`config.mk`:
```
export PLATFORM = sky130hd
export DESIGN_NAME = hid_boot_keyboard_decoder
export DESIGN_NICKNAME = d
export VERILOG_FILES = /design/src/sv/hbk_pkg.sv /design/src/sv/hbk_front.sv /design/src/sv/hbk_queue.sv /design/src/sv/hbk_back.sv /design/src/sv/hid_boot_keyboard_decoder.sv
export SDC_FILE = /design/constraint.sdc
export NUM_CORES = 1
export LEC_CHECK = 0
export ABC_CLOCK_PERIOD_IN_PS = 3790
export BUFFER_PORTS_ARGS = -buffer_cell sky130_fd_sc_hd__buf_4
export CORE_ASPECT_RATIO = 0.8
export CORE_MARGIN = 2
export CORE_UTILIZATION = 58
export DETAILED_ROUTE_END_ITERATION = 16
export GPL_TIMING_DRIVEN = 0
export PLACE_DENSITY = 0.8
export SLEW_MARGIN = 40
export SYNTH_ARGS = -nofsm -noshare
export SYNTH_HDL_FRONTEND = slang
export SYNTH_SLANG_ARGS = --single-unit
```
`constraint.sdc`:
```
create_clock -name clk -period 3.79 [get_ports clk]
set_input_delay 0.379 -clock clk [delete_from_list [all_inputs] [get_ports clk]]
set_output_delay 0.379 -clock clk [all_outputs]
set_load 0.005 [all_outputs]
```
`src/sv/hbk_pkg.sv`:
```
// Shared types, constants and key map for the HID boot keyboard decoder.
// No dependencies; every other file refers to this package by scoped names.
package hbk_pkg;

    localparam int KEY_SLOTS = 6;
    localparam int SLOT_W    = $clog2(KEY_SLOTS);
    localparam int QDEPTH    = 2;
    localparam int QPTR_W    = $clog2(QDEPTH);
    localparam int QCNT_W    = $clog2(QDEPTH + 1);

    localparam logic [7:0] CAPS_CODE       = 8'h39;
    localparam logic [7:0] KEY_C_CODE      = 8'h06;
    localparam logic [7:0] KEY_BSLASH_CODE = 8'h31;
    localparam logic [7:0] LETTER_FIRST    = 8'h04;
    localparam logic [7:0] LETTER_LAST     = 8'h1D;
    localparam logic [7:0] SYM_FIRST       = 8'h1E;
    localparam logic [7:0] SYM_LAST        = 8'h38;
    localparam logic [7:0] MOD_CTRL        = 8'h11;
    localparam logic [7:0] MOD_SHIFT       = 8'h22;

    localparam logic [1:0] EV_CHAR = 2'd0;
    localparam logic [1:0] EV_INTR = 2'd1;
    localparam logic [1:0] EV_QUIT = 2'd2;

    typedef logic [KEY_SLOTS-1:0][7:0] keys_t;

    // one classified report: which slots give an event, and what each one is
    typedef struct packed {
        logic [KEY_SLOTS-1:0]      hit;
        logic [KEY_SLOTS-1:0][1:0] kind;
        logic [KEY_SLOTS-1:0][6:0] code;
        logic                      caps;
    } entry_t;

    // non-letter keys from 0x1E up; zero means unmapped
    function automatic logic [6:0] sym_char(input logic [4:0] idx, input logic shifted);
        logic [6:0] plain;
        logic [6:0] shft;
        begin
            case (idx)
                5'd0:  begin plain = 7'h31; shft = 7'h21; end
                5'd1:  begin plain = 7'h32; shft = 7'h40; end
                5'd2:  begin plain = 7'h33; shft = 7'h23; end
                5'd3:  begin plain = 7'h34; shft = 7'h24; end
                5'd4:  begin plain = 7'h35; shft = 7'h25; end
                5'd5:  begin plain = 7'h36; shft = 7'h5E; end
                5'd6:  begin plain = 7'h37; shft = 7'h26; end
                5'd7:  begin plain = 7'h38; shft = 7'h2A; end
                5'd8:  begin plain = 7'h39; shft = 7'h28; end
                5'd9:  begin plain = 7'h30; shft = 7'h29; end
                5'd10: begin plain = 7'h0A; shft = 7'h0A; end
                5'd11: begin plain = 7'h1B; shft = 7'h1B; end
                5'd12: begin plain = 7'h08; shft = 7'h08; end
                5'd13: begin plain = 7'h09; shft = 7'h09; end
                5'd14: begin plain = 7'h20; shft = 7'h20; end
                5'd15: begin plain = 7'h2D; shft = 7'h5F; end
                5'd16: begin plain = 7'h3D; shft = 7'h2B; end
                5'd17: begin plain = 7'h5B; shft = 7'h7B; end
                5'd18: begin plain = 7'h5D; shft = 7'h7D; end
                5'd19: begin plain = 7'h5C; shft = 7'h7C; end
                5'd20: begin plain = 7'h00; shft = 7'h00; end
                5'd21: begin plain = 7'h3B; shft = 7'h3A; end
                5'd22: begin plain = 7'h27; shft = 7'h22; end
                5'd23: begin plain = 7'h60; shft = 7'h7E; end
                5'd24: begin plain = 7'h2C; shft = 7'h3C; end
                5'd25: begin plain = 7'h2E; shft = 7'h3E; end
                5'd26: begin plain = 7'h2F; shft = 7'h3F; end
                default: begin plain = 7'h00; shft = 7'h00; end
            endcase
            sym_char = shifted ? shft : plain;
        end
    endfunction

endpackage

```
`src/sv/hbk_front.sv`:
```
// Front end: takes a report, tracks previous keys, caps lock and the config bit,
// and classifies every slot into an entry. Uses hbk_pkg.
module hbk_front (
    input  logic           clk,
    input  logic           rst_n,
    input  logic           cfg_valid,
    output logic           cfg_ready,
    input  logic           cfg_data,
    input  logic           accept,
    input  logic [7:0]     modifier_bits,
    input  hbk_pkg::keys_t keys,
    output hbk_pkg::entry_t entry
);

    hbk_pkg::keys_t prev_keys_reg;
    logic           caps_reg;
    logic           caps_next;
    logic           target_reg;

    assign cfg_ready = 1'b1;

    always_comb
    begin
        logic caps_held;
        logic toggle;
        logic shift;
        logic ctrl;
        logic in_prev;
        logic case_shift;
        logic [7:0] kc;
        logic [6:0] ch;
        logic [7:0] sym_off;

        caps_held = 1'b0;
        toggle    = 1'b0;
        shift     = |(modifier_bits & hbk_pkg::MOD_SHIFT);
        ctrl      = |(modifier_bits & hbk_pkg::MOD_CTRL);
        for (int j = 0; j < hbk_pkg::KEY_SLOTS; j++)
        begin
            caps_held = caps_held | (prev_keys_reg[j] == hbk_pkg::CAPS_CODE);
            toggle    = toggle ^ (keys[j] == hbk_pkg::CAPS_CODE);
        end
        caps_next  = caps_reg ^ (toggle & ~caps_held);
        entry.caps = caps_next;

        for (int i = 0; i < hbk_pkg::KEY_SLOTS; i++)
        begin
            kc      = keys[i];
            in_prev = 1'b0;
            for (int j = 0; j < hbk_pkg::KEY_SLOTS; j++)
                in_prev = in_prev | (prev_keys_reg[j] == kc);

            case_shift = shift;
            ch         = 7'h00;
            sym_off    = kc - hbk_pkg::SYM_FIRST;
            if (kc >= hbk_pkg::LETTER_FIRST && kc <= hbk_pkg::LETTER_LAST)
            begin
                case_shift = shift ^ caps_next;
                ch = (case_shift ? 7'h41 : 7'h61) + (kc[6:0] - hbk_pkg::LETTER_FIRST[6:0]);
            end
            else if (kc >= hbk_pkg::SYM_FIRST && kc <= hbk_pkg::SYM_LAST)
            begin
                ch = hbk_pkg::sym_char(sym_off[4:0], case_shift);
            end

            entry.kind[i] = hbk_pkg::EV_CHAR;
            entry.code[i] = ch;
            entry.hit[i]  = 1'b0;
            if (kc != 8'h00 && !kc[7] && !in_prev)
            begin
                if (ctrl && target_reg && kc == hbk_pkg::KEY_C_CODE)
                begin
                    entry.kind[i] = hbk_pkg::EV_INTR;
                    entry.code[i] = 7'h00;
                    entry.hit[i]  = 1'b1;
                end
                else if (ctrl && target_reg && kc == hbk_pkg::KEY_BSLASH_CODE)
                begin
                    entry.kind[i] = hbk_pkg::EV_QUIT;
                    entry.code[i] = 7'h00;
                    entry.hit[i]  = 1'b1;
                end
                else
                begin
                    entry.hit[i] = (ch != 7'h00);
                end
            end
        end
    end

    always_ff @(posedge clk or negedge rst_n)
    begin
        if (!rst_n)
        begin
            prev_keys_reg <= '0;
            caps_reg      <= 1'b0;
            target_reg    <= 1'b0;
        end
        else
        begin
            if (cfg_valid)
                target_reg <= cfg_data;
            if (accept)
            begin
                prev_keys_reg <= keys;
                caps_reg      <= caps_next;
            end
        end
    end

endmodule

```
`src/sv/hbk_queue.sv`:
```
// Short queue of classified reports between front and back ends.
// Uses hbk_pkg for the entry type and depth.
module hbk_queue (
    input  logic            clk,
    input  logic            rst_n,
    input  logic            wr_en,
    input  hbk_pkg::entry_t wr_data,
    output logic            full,
    input  logic            rd_en,
    output hbk_pkg::entry_t rd_data,
    output logic            empty
);

    hbk_pkg::entry_t                mem [hbk_pkg::QDEPTH];
    logic [hbk_pkg::QPTR_W-1:0]     wr_ptr_reg;
    logic [hbk_pkg::QPTR_W-1:0]     rd_ptr_reg;
    logic [hbk_pkg::QCNT_W-1:0]     count_reg;

    assign full    = (count_reg == hbk_pkg::QCNT_W'(hbk_pkg::QDEPTH));
    assign empty   = (count_reg == '0);
    assign rd_data = mem[rd_ptr_reg];

    function automatic logic [hbk_pkg::QPTR_W-1:0] bump(input logic [hbk_pkg::QPTR_W-1:0] p);
        begin
            if (p == hbk_pkg::QPTR_W'(hbk_pkg::QDEPTH - 1))
                bump = '0;
            else
                bump = p + 1'b1;
        end
    endfunction

    always_ff @(posedge clk)
    begin
        if (wr_en)
            mem[wr_ptr_reg] <= wr_data;
    end

    always_ff @(posedge clk or negedge rst_n)
    begin
        if (!rst_n)
        begin
            wr_ptr_reg <= '0;
            rd_ptr_reg <= '0;
            count_reg  <= '0;
        end
        else
        begin
            if (wr_en)
                wr_ptr_reg <= bump(wr_ptr_reg);
            if (rd_en)
                rd_ptr_reg <= bump(rd_ptr_reg);
            if (wr_en && !rd_en)
                count_reg <= count_reg + 1'b1;
            else if (rd_en && !wr_en)
                count_reg <= count_reg - 1'b1;
        end
    end

endmodule

```
`src/sv/hbk_back.sv`:
```
// Back end: walks the slot mask of one entry and emits one event per cycle
// into an output register while it is free or being popped. Uses hbk_pkg.
module hbk_back (
    input  logic            clk,
    input  logic            rst_n,
    input  hbk_pkg::entry_t q_data,
    input  logic            q_empty,
    output logic            q_pop,
    output logic            empty,
    input  logic            pop,
    output logic [1:0]      event_kind,
    output logic [6:0]      char_code,
    output logic            caps_lock_on,
    output logic            last_in_run
);

    hbk_pkg::entry_t               ent_reg;
    logic                          busy_reg;
    logic                          busy_next;
    logic [hbk_pkg::KEY_SLOTS-1:0] mask_reg;
    logic [hbk_pkg::KEY_SLOTS-1:0] mask_next;
    logic                          out_valid_reg;
    logic                          out_valid_next;
    logic [1:0]                    kind_reg;
    logic [6:0]                    code_reg;
    logic                          caps_reg;
    logic                          last_reg;

    logic [hbk_pkg::SLOT_W-1:0]    sel;
    logic [hbk_pkg::KEY_SLOTS-1:0] rest;
    logic                          out_free;
    logic                          emit;

    // lowest pending slot first, matching slot order
    always_comb
    begin
        logic found;
        found = 1'b0;
        sel   = '0;
        rest  = mask_reg;
        for (int i = 0; i < hbk_pkg::KEY_SLOTS; i++)
        begin
            if (mask_reg[i] && !found)
            begin
                found   = 1'b1;
                sel     = hbk_pkg::SLOT_W'(i);
                rest[i] = 1'b0;
            end
        end
    end

    assign out_free = !out_valid_reg || pop;
    assign emit     = busy_reg && out_free;
    assign q_pop    = !busy_reg && !q_empty;

    always_comb
    begin
        busy_next      = busy_reg;
        mask_next      = mask_reg;
        out_valid_next = out_valid_reg;
        if (pop)
            out_valid_next = 1'b0;
        if (emit)
        begin
            out_valid_next = 1'b1;
            mask_next      = rest;
            busy_next      = |rest;
        end
        if (q_pop)
        begin
            mask_next = q_data.hit;
            busy_next = |q_data.hit;
        end
    end

    always_ff @(posedge clk or negedge rst_n)
    begin
        if (!rst_n)
        begin
            busy_reg      <= 1'b0;
            mask_reg      <= '0;
            out_valid_reg <= 1'b0;
        end
        else
        begin
            busy_reg      <= busy_next;
            mask_reg      <= mask_next;
            out_valid_reg <= out_valid_next;
        end
    end

    always_ff @(posedge clk)
    begin
        if (q_pop)
            ent_reg <= q_data;
        if (emit)
        begin
            kind_reg <= ent_reg.kind[sel];
            code_reg <= ent_reg.code[sel];
            caps_reg <= ent_reg.caps;
            last_reg <= ~(|rest);
        end
    end

    assign empty        = !out_valid_reg;
    assign event_kind   = kind_reg;
    assign char_code    = code_reg;
    assign caps_lock_on = caps_reg;
    assign last_in_run  = last_reg;

endmodule

```
`src/sv/hid_boot_keyboard_decoder.sv`:
```
// HID boot keyboard report decoder. A report is taken whenever full
// is low; the front end classifies all six slots at once and queues the report
// (two reports deep). The back end then loads one report at a time and gives
// its events one by one, taking no new report until the current one is done;
// this walk, one event per cycle while output is free, sets the sustained rate.
// Events leave through a single output register read with empty/pop.
// Depends on hbk_pkg, hbk_front, hbk_queue, hbk_back.
module hid_boot_keyboard_decoder (
    input  logic       clk,
    input  logic       rst_n,
    input  logic       cfg_valid,
    output logic       cfg_ready,
    input  logic       cfg_data,
    input  logic       push,
    output logic       full,
    input  logic [7:0] modifier_bits,
    input  logic [7:0] key_slot_0,
    input  logic [7:0] key_slot_1,
    input  logic [7:0] key_slot_2,
    input  logic [7:0] key_slot_3,
    input  logic [7:0] key_slot_4,
    input  logic [7:0] key_slot_5,
    output logic       empty,
    input  logic       pop,
    output logic [1:0] event_kind,
    output logic [6:0] char_code,
    output logic       caps_lock_on,
    output logic       last_in_run
);

    hbk_pkg::keys_t  keys;
    hbk_pkg::entry_t front_entry;
    hbk_pkg::entry_t q_data;
    logic            accept;
    logic            q_empty;
    logic            q_pop;

    assign keys   = {key_slot_5, key_slot_4, key_slot_3, key_slot_2, key_slot_1, key_slot_0};
    assign accept = push && !full;

    hbk_front u_front (
        .clk           (clk),
        .rst_n         (rst_n),
        .cfg_valid     (cfg_valid),
        .cfg_ready     (cfg_ready),
        .cfg_data      (cfg_data),
        .accept        (accept),
        .modifier_bits (modifier_bits),
        .keys          (keys),
        .entry         (front_entry)
    );

    hbk_queue u_queue (
        .clk     (clk),
        .rst_n   (rst_n),
        .wr_en   (accept),
        .wr_data (front_entry),
        .full    (full),
        .rd_en   (q_pop),
        .rd_data (q_data),
        .empty   (q_empty)
    );

    hbk_back u_back (
        .clk          (clk),
        .rst_n        (rst_n),
        .q_data       (q_data),
        .q_empty      (q_empty),
        .q_pop        (q_pop),
        .empty        (empty),
        .pop          (pop),
        .event_kind   (event_kind),
        .char_code    (char_code),
        .caps_lock_on (caps_lock_on),
        .last_in_run  (last_in_run)
    );

endmodule
```
==> results.txt, run 1 <==
outcome: complete, but fails checks
failing checks: setup timing
peak fanout along the critical path: 9
Setup Skew: 0.0311 ns
Antenna Nets Post-Route: 0
Critical Path Source Type: input pin
main combinational cell family by area after synthesis: XOR/XNOR gates
RSZ-0062 raised after global routing: true
placed cell areas: 21100 µm²
Worst-Margin Slew: 0.880 ns
Total Negative Setup Slacks: -0.128 ns
CTS root buf: clkbuf_16
Worst Path Required: 4.00 ns
Num CTS Buffers: 26
H-tree levels: 1
share of layout cells above drive strength 1: 19.9%
# rows: 60
CTS tree: done
number of max-cap violations: 0
DIE AREA: 35800 µm²
Area Growth Syn to Fin: 15.8%
Max Fclk: 259 MHz
delay-heaviest family, CP: XOR/XNOR gates
Critical Path AT: 4.06 ns
gr ovfl total: 0
final instance area: 23000 µm²
most frequent cells in the layout: 199 x nand2_1, 188 x edfxtp_1, 172 x xnor2_1, 157 x xor2_1, 124 x buf_4
DIE HEIGHT: 170 µm
vias in the first global route: 17111
crit path from: key_slot_2[7]
mapped cell area: 19900 µm²
XOR/XNOR Fraction of Synth Area: 15.3%
Max VDD drop: 0.340 mV
Fin Hold WS: 0.0888 ns
Synth Flop Type: edfxtp_1
syn_area_per_cell: 9.44 µm²
Initial Util: 59.0%
Setup WS pre-CTS: -2.13 ns
PD cells: 636 nW/µm²
Placed Instances: 2604
first-pass GRT wire length: 102000 µm
Non-Filler Instances: 2665
ANT cells: 0
min cycle time layout: 3.85 ns
IO Count: 76
setup ws final: -0.0639 ns
Max Transition Viols Final: 0
vias post-DR: 17964
Clock Latency Late Sink: 0.56 ns
post-layout util: 68.3%
ys async rst share: 24.8%
leakage power: 8.78 nW
total track usage: 37.8%
largest net degree at the start of global routing: 63
chip width: 211 µm
# nets final: 2393
GPL Wtd Cong: 0.996
Max clock buf depth: 3
setup violators final: 2
crit path buf inv count: 4
DP Wirelength: 49000 µm
simple-gate area share of the yosys netlist: 14.7%
number of flip-flops in the largest register: 122
Max-slew headroom: 41.3%
First-pass DRT Iterations: 7
DR WL/cell: 25.9 µm
final hold vios: 0
yosys warns: 0
Final Cycle Share: 102%
compound-gate portion of the synthesized area: 15.0%
Max stage delay cell, worst path: xnor3_1
FF+latch count, synth: 250
initial detailed-routing violation count: 2593
Yosys cell types: 94
TritonCTS Sinks: 250
Post-synth EDFFs: 188
syn nets: 2287
max incr delay on CP: 0.37 ns
element type at the critical path end: register
routed wire length: 68900 µm
mux cell area share after synthesis: 5.46%
Synth Area in Adders: 7.66%
initial antenna violation count: 0
gate count of the mapped netlist: 2105
commonest non-fill, non-tap cell in the layout: nand2_1
total power: 14.6 mW
Core Area: 33700 µm²
Residual DRC: 0
hold path startpoint: cfg_data
RR Startpoint: u_front.prev_keys_reg[21]
Setup Crit Path Kind: input pin to register
Hold Path Class: input pin to register
vias per cell: 6.74
clock-pin slew on the worst setup and hold paths: 0.06 ns
register area share after synthesis: 36.2%
worst-path cell chain: buf_2 -> nor2_2 -> nand4_1 -> xnor2_2 -> xnor3_1 -> nand4_1 -> buf_6 -> xnor2_4 -> xnor2_4 -> buf_12 -> ha_4 -> inv_4 -> ha_4 -> a21oi_4 -> o21ai_4 -> xnor2_2 -> a22oi_2 -> and4b_1 -> a41oi_4
IO buf count: 57
[cell type report]
class                           instances  area (µm²)
Buffer                                121         646
Clock buffer                           33         687
Clock inverter                         15         179
Fill cell                            2575       10700
Inverter                               73         354
Multi-Input combinational cell       1598       12000
Sequential cell                       250        7240
Tap cell                              434         543
Timing Repair Buffer                  141        1320
[final timing paths]
check,endpoint,cells after the start,slack (ns)
max reg2reg,u_queue.mem[0][58],16,-0.05
min reg2reg,u_back.caps_lock_on,0,0.45
max in group asynchronous,u_front.prev_keys_reg[24],2,2.85
min in group asynchronous,u_front.prev_keys_reg[3],2,0.42
max,u_queue.mem[0][58],19,-0.06
min,u_front.target_reg,2,0.09
[worst register-to-register path: cells and delay by family, from the launching register on]
family	cells	cell delay [ns]
buffers and inverters	3	0.34
and+or+nand+nor	4	0.81
AOI/OAI and AO/OA	4	0.70
adders and majority gates	2	0.51
DFF	1	0.70
xor gates and xnor gates	3	0.43
[Yosys cell counts, drive strengths merged (10+ instances only)]
| library cell | instances | area share (%) |
|---|---|---|
| nor2b | 15 | 0.47 |
| nand2 | 200 | 3.8 |
| nor2 | 122 | 2.3 |
| nor4 | 44 | 1.4 |
| edfxtp | 188 | 28 |
| a32oi | 11 | 0.48 |
| mux2 | 57 | 3.2 |
| nand3 | 49 | 1.2 |
| buf | 81 | 2.2 |
| and2 | 16 | 0.50 |
| a311oi | 11 | 0.75 |
| a31oi | 21 | 0.66 |
| mux2i | 24 | 1.2 |
| nand4 | 60 | 1.9 |
| a21o | 10 | 0.38 |
| inv | 71 | 1.3 |
| o221ai | 10 | 0.44 |
| o21ai | 111 | 2.8 |
| clkbuf | 103 | 1.9 |
| o22ai | 15 | 0.47 |
| ha | 120 | 7.6 |
| xor2 | 160 | 7.2 |
| nor3 | 30 | 0.81 |
| a211oi | 18 | 0.68 |
| o211ai | 21 | 0.79 |
| nand2b | 10 | 0.31 |
| a21oi | 116 | 2.9 |
| o311ai | 13 | 0.61 |
| xnor2 | 181 | 8.1 |
| dfrtp | 62 | 7.8 |
[timing repair]
action | in CTS | in global routing
setup buffers | 28 | 47
setup endpoints to repair | 36 | 14
cloned | 1 | 0
pin swaps | 22 | 43
hold buffers | 1 | 0
gates resized for setup | 89 | 83
hold endpoints to repair | 62 | 0
[kinds of logic (layout without fill, tap and decap cells)]
| family | Yosys count | count (layout) |
|---|---|---|
| flip-flops | 250 | 250 |
| other | 1 | 1 |
| AND/OR/NAND/NOR | 595 | 595 |
| XOR/XNOR | 342 | 342 |
| AO/OA/AOI/OAI | 448 | 448 |
| adder cells (fa/ha/maj) | 122 | 122 |
| multiplexers | 90 | 90 |
| buffers and inverters | 257 | 383 |
[metal layers]
layer / vias to the layer above / global-route usage, % / wire length (µm)
li1: 7804 / - / -
met1: 8618 / 52.3 / 27300
met2: 1274 / 57.5 / 29900
met3: 268 / 7.70 / 8250
met4: 0 / 16.7 / 3430
met5: - / 0 / 0
[where the power goes]
group,internal (mW),total (mW),switching (mW)
sequential,4.28,5.56,1.28
clock,1.50,2.61,1.11
combinational,2.90,6.47,3.58
Power figures use the tool's default switching activity.
==> run 2: changes to the inputs <==
CORE_UTILIZATION = 30   (was 58)
PLACE_DENSITY = 0.48   (was 0.8)
==> run 2 against run 1 <==
The flow now finishes without violations. Worst hold slack got worse by 0.059 ns. First-iteration DRC count fell by 32%. Non-clock buffer count fell by 17. Sequential cell count did not move. Clock skew fell by 0.0037 ns. Sequential share of layout area fell by 0.64 points. Clock-buffer cell count rose by 1. Combinational power fell by 2%.
==> results.txt, run 2 (synthesis results as in run 1) <==
vias per cell: 5.59 (-17%)
peak fanout along the critical path: 9 (unchanged)
Initial Util: 30.3% (-29 points)
Worst-Margin Slew: 0.865 ns (-0.0156 ns)
commonest non-fill, non-tap cell in the layout: nand2_1
total power: 14.9 mW (+1.9%)
Area Growth Syn to Fin: 18.0%
Setup Crit Path Kind: input pin to register
most frequent cells in the layout: 200 x nand2_1, 188 x edfxtp_1, 173 x xnor2_1, 157 x xor2_1, 114 x nor2_1
chip width: 292 µm (+38%)
final instance area: 23500 µm² (+1.9%)
max incr delay on CP: 0.46 ns (+0.09 ns)
Core Area: 65600 µm² (+95%)
vias post-DR: 17256 (-3.9%)
CTS root buf: clkbuf_16
crit path buf inv count: 5 (+1)
routed wire length: 77600 µm (+13%)
RSZ-0062 raised after global routing: true
Critical Path Source Type: input pin
final hold vios: 0 (unchanged)
Clock Latency Late Sink: 0.60 ns (+0.04 ns)
Hold Path Class: input pin to register
min cycle time layout: 3.78 ns (-0.0758 ns)
Max stage delay cell, worst path: xnor3_1
DIE AREA: 68300 µm² (+91%)
IO buf count: 57 (unchanged)
Critical Path AT: 4.12 ns (+0.06 ns)
PD cells: 636 nW/µm² (about the same)
total track usage: 22.3% (-16 points)
delay-heaviest family, CP: XOR/XNOR gates
Max-slew headroom: 42.4% (+1.0 points)
gr ovfl total: 0 (unchanged)
vias in the first global route: 16682 (-2.5%)
Final Cycle Share: 99.7% (-2.0 points)
largest net degree at the start of global routing: 63 (unchanged)
Max Transition Viols Final: 0 (unchanged)
Max clock buf depth: 3 (unchanged)
initial detailed-routing violation count: 1758 (-32%)
# rows: 84 (+40%)
Worst Path Required: 4.13 ns (+0.13 ns)
number of flip-flops in the largest register: 122 (unchanged)
worst-path cell chain: buf_2 -> nor2_4 -> nand4_1 -> xnor2_2 -> xnor3_1 -> nand4_1 -> buf_6 -> xnor2_4 -> xnor2_4 -> buf_12 -> ha_1 -> inv_2 -> ha_4 -> a21oi_2 -> o21ai_2 -> xnor2_1 -> a22oi_2 -> and4b_1 -> a41oi_4 -> buf_12
Antenna Nets Post-Route: 0 (unchanged)
clock-pin slew on the worst setup and hold paths: 0.06 ns (about the same)
initial antenna violation count: 5 (+5)
Num CTS Buffers: 30 (+15%)
DR WL/cell: 25.2 µm (-2.7%)
GPL Wtd Cong: 0.917 (-7.9%)
Setup Skew: 0.0274 ns (-0.00365 ns)
DP Wirelength: 58100 µm (+19%)
placed cell areas: 21700 µm² (+2.6%)
H-tree levels: 1 (unchanged)
Max Fclk: 265 MHz (+2.0%)
IO Count: 76 (unchanged)
element type at the critical path end: register
outcome: completed
Max VDD drop: 0.369 mV (+8.6%)
TritonCTS Sinks: 250 (unchanged)
DIE HEIGHT: 234 µm (+38%)
CTS tree: done
Fin Hold WS: 0.0300 ns (-0.0588 ns)
share of layout cells above drive strength 1: 19.0% (-0.91 points)
filler instances: 6706 (+160%)
setup violators final: 0 (-2)
Residual DRC: 0 (unchanged)
leakage power: 8.76 nW (-0.23%)
first-pass GRT wire length: 114000 µm (+11%)
# nets final: 2380 (-0.54%)
number of max-cap violations: 0 (unchanged)
First-pass DRT Iterations: 6 (-1)
run 2: cell count changes in the layout (fill, tap and decap cells not counted), moves of 6 or more:
cell     change
dfrtp_1      +8
buf_6        -7
buf_2        +6
dfrtp_2      -8
buf_4       -15
run 2: metrics by stage:
stage / cells / utilization (%) / setup slack, ns / TNS [ns]
floorplan: 2105 / - / -0.329 / -40.18
global placement: 3022 / 32.7 / -3.01 / -429.48
detailed placement: 3031 / 33.0 / -2.00 / -55.28
CTS: 3067 / 35.2 / 0.000352 / 0
global route: 3082 / 35.8 / -0.0425 / -0.266
finish: 3085 / 35.8 / 0.0119 / 0
run 2: path summary, 6_finish.rpt:
check	from	endpoint	depth (start not counted)	slack, ns
worst min-delay path	cfg_data	u_front.target_reg	2	0.03
max in group asynchronous	rst_n	u_front.prev_keys_reg[34]	2	2.87
worst max-delay path	key_slot_2[7]	u_queue.mem[1][58]	20	0.01
min in group asynchronous	rst_n	u_front.prev_keys_reg[8]	2	0.38
worst min register to register	u_back.ent_reg[0]	u_back.caps_lock_on	0	0.42
worst max register to register	u_front.prev_keys_reg[0]	u_queue.mem[1][58]	17	0.05
run 2: power breakdown:
| part | switching (mW) | total (mW) | internal, mW |
|---|---|---|---|
| clock network | 1.21 | 3.14 | 1.93 |
| registers | 1.15 | 5.43 | 4.28 |
| logic | 3.58 | 6.35 | 2.77 |
| total | 5.95 | 14.9 | 8.98 |
run 2: timing repair:
action                     CTS  global route
pin swaps                   21            23
setup endpoints to repair   36            22
hold endpoints to repair    62             0
setup buffers               28            25
resized for setup           69            62
hold buffers                 1             0
run 2: routing by layer:
| layer | GRT usage [%] | wire length (µm) | up-vias |
|---|---|---|---|
| li1 | - | - | 7779 |
| met1 | 32.9 | 37000 | 8690 |
| met2 | 33.8 | 33100 | 683 |
| met3 | 3.60 | 5830 | 102 |
| met4 | 5.12 | 1700 | 2 |
| met5 | 0 | 13 | - |
run 2: final cells by class:
type | count | area, µm² | share of cell area [%]
Timing Repair Buffer | 118 | 1060 | 4.52
Antenna cell | 3 | 7.51 | 0.0320
Sequential cell | 250 | 7230 | 30.8
Clock inverter | 22 | 315 | 1.34
Inverter | 73 | 340 | 1.45
Clock buffer | 34 | 766 | 3.26
Buffer | 127 | 674 | 2.87
Multi-Input combinational cell | 1598 | 12000 | 51.1
Tap cell | 860 | 1080 | 4.59
run 2: worst register-to-register path: cells and delay by family (launching register included):
family	cells	cell delay (ns)
buffers and inverters	4	0.56
DFF	1	0.69
and+or+nand+nor	4	0.85
AOI/OAI and AO/OA	4	0.50
adders and majority gates	2	0.45
xor gates and xnor gates	3	0.44
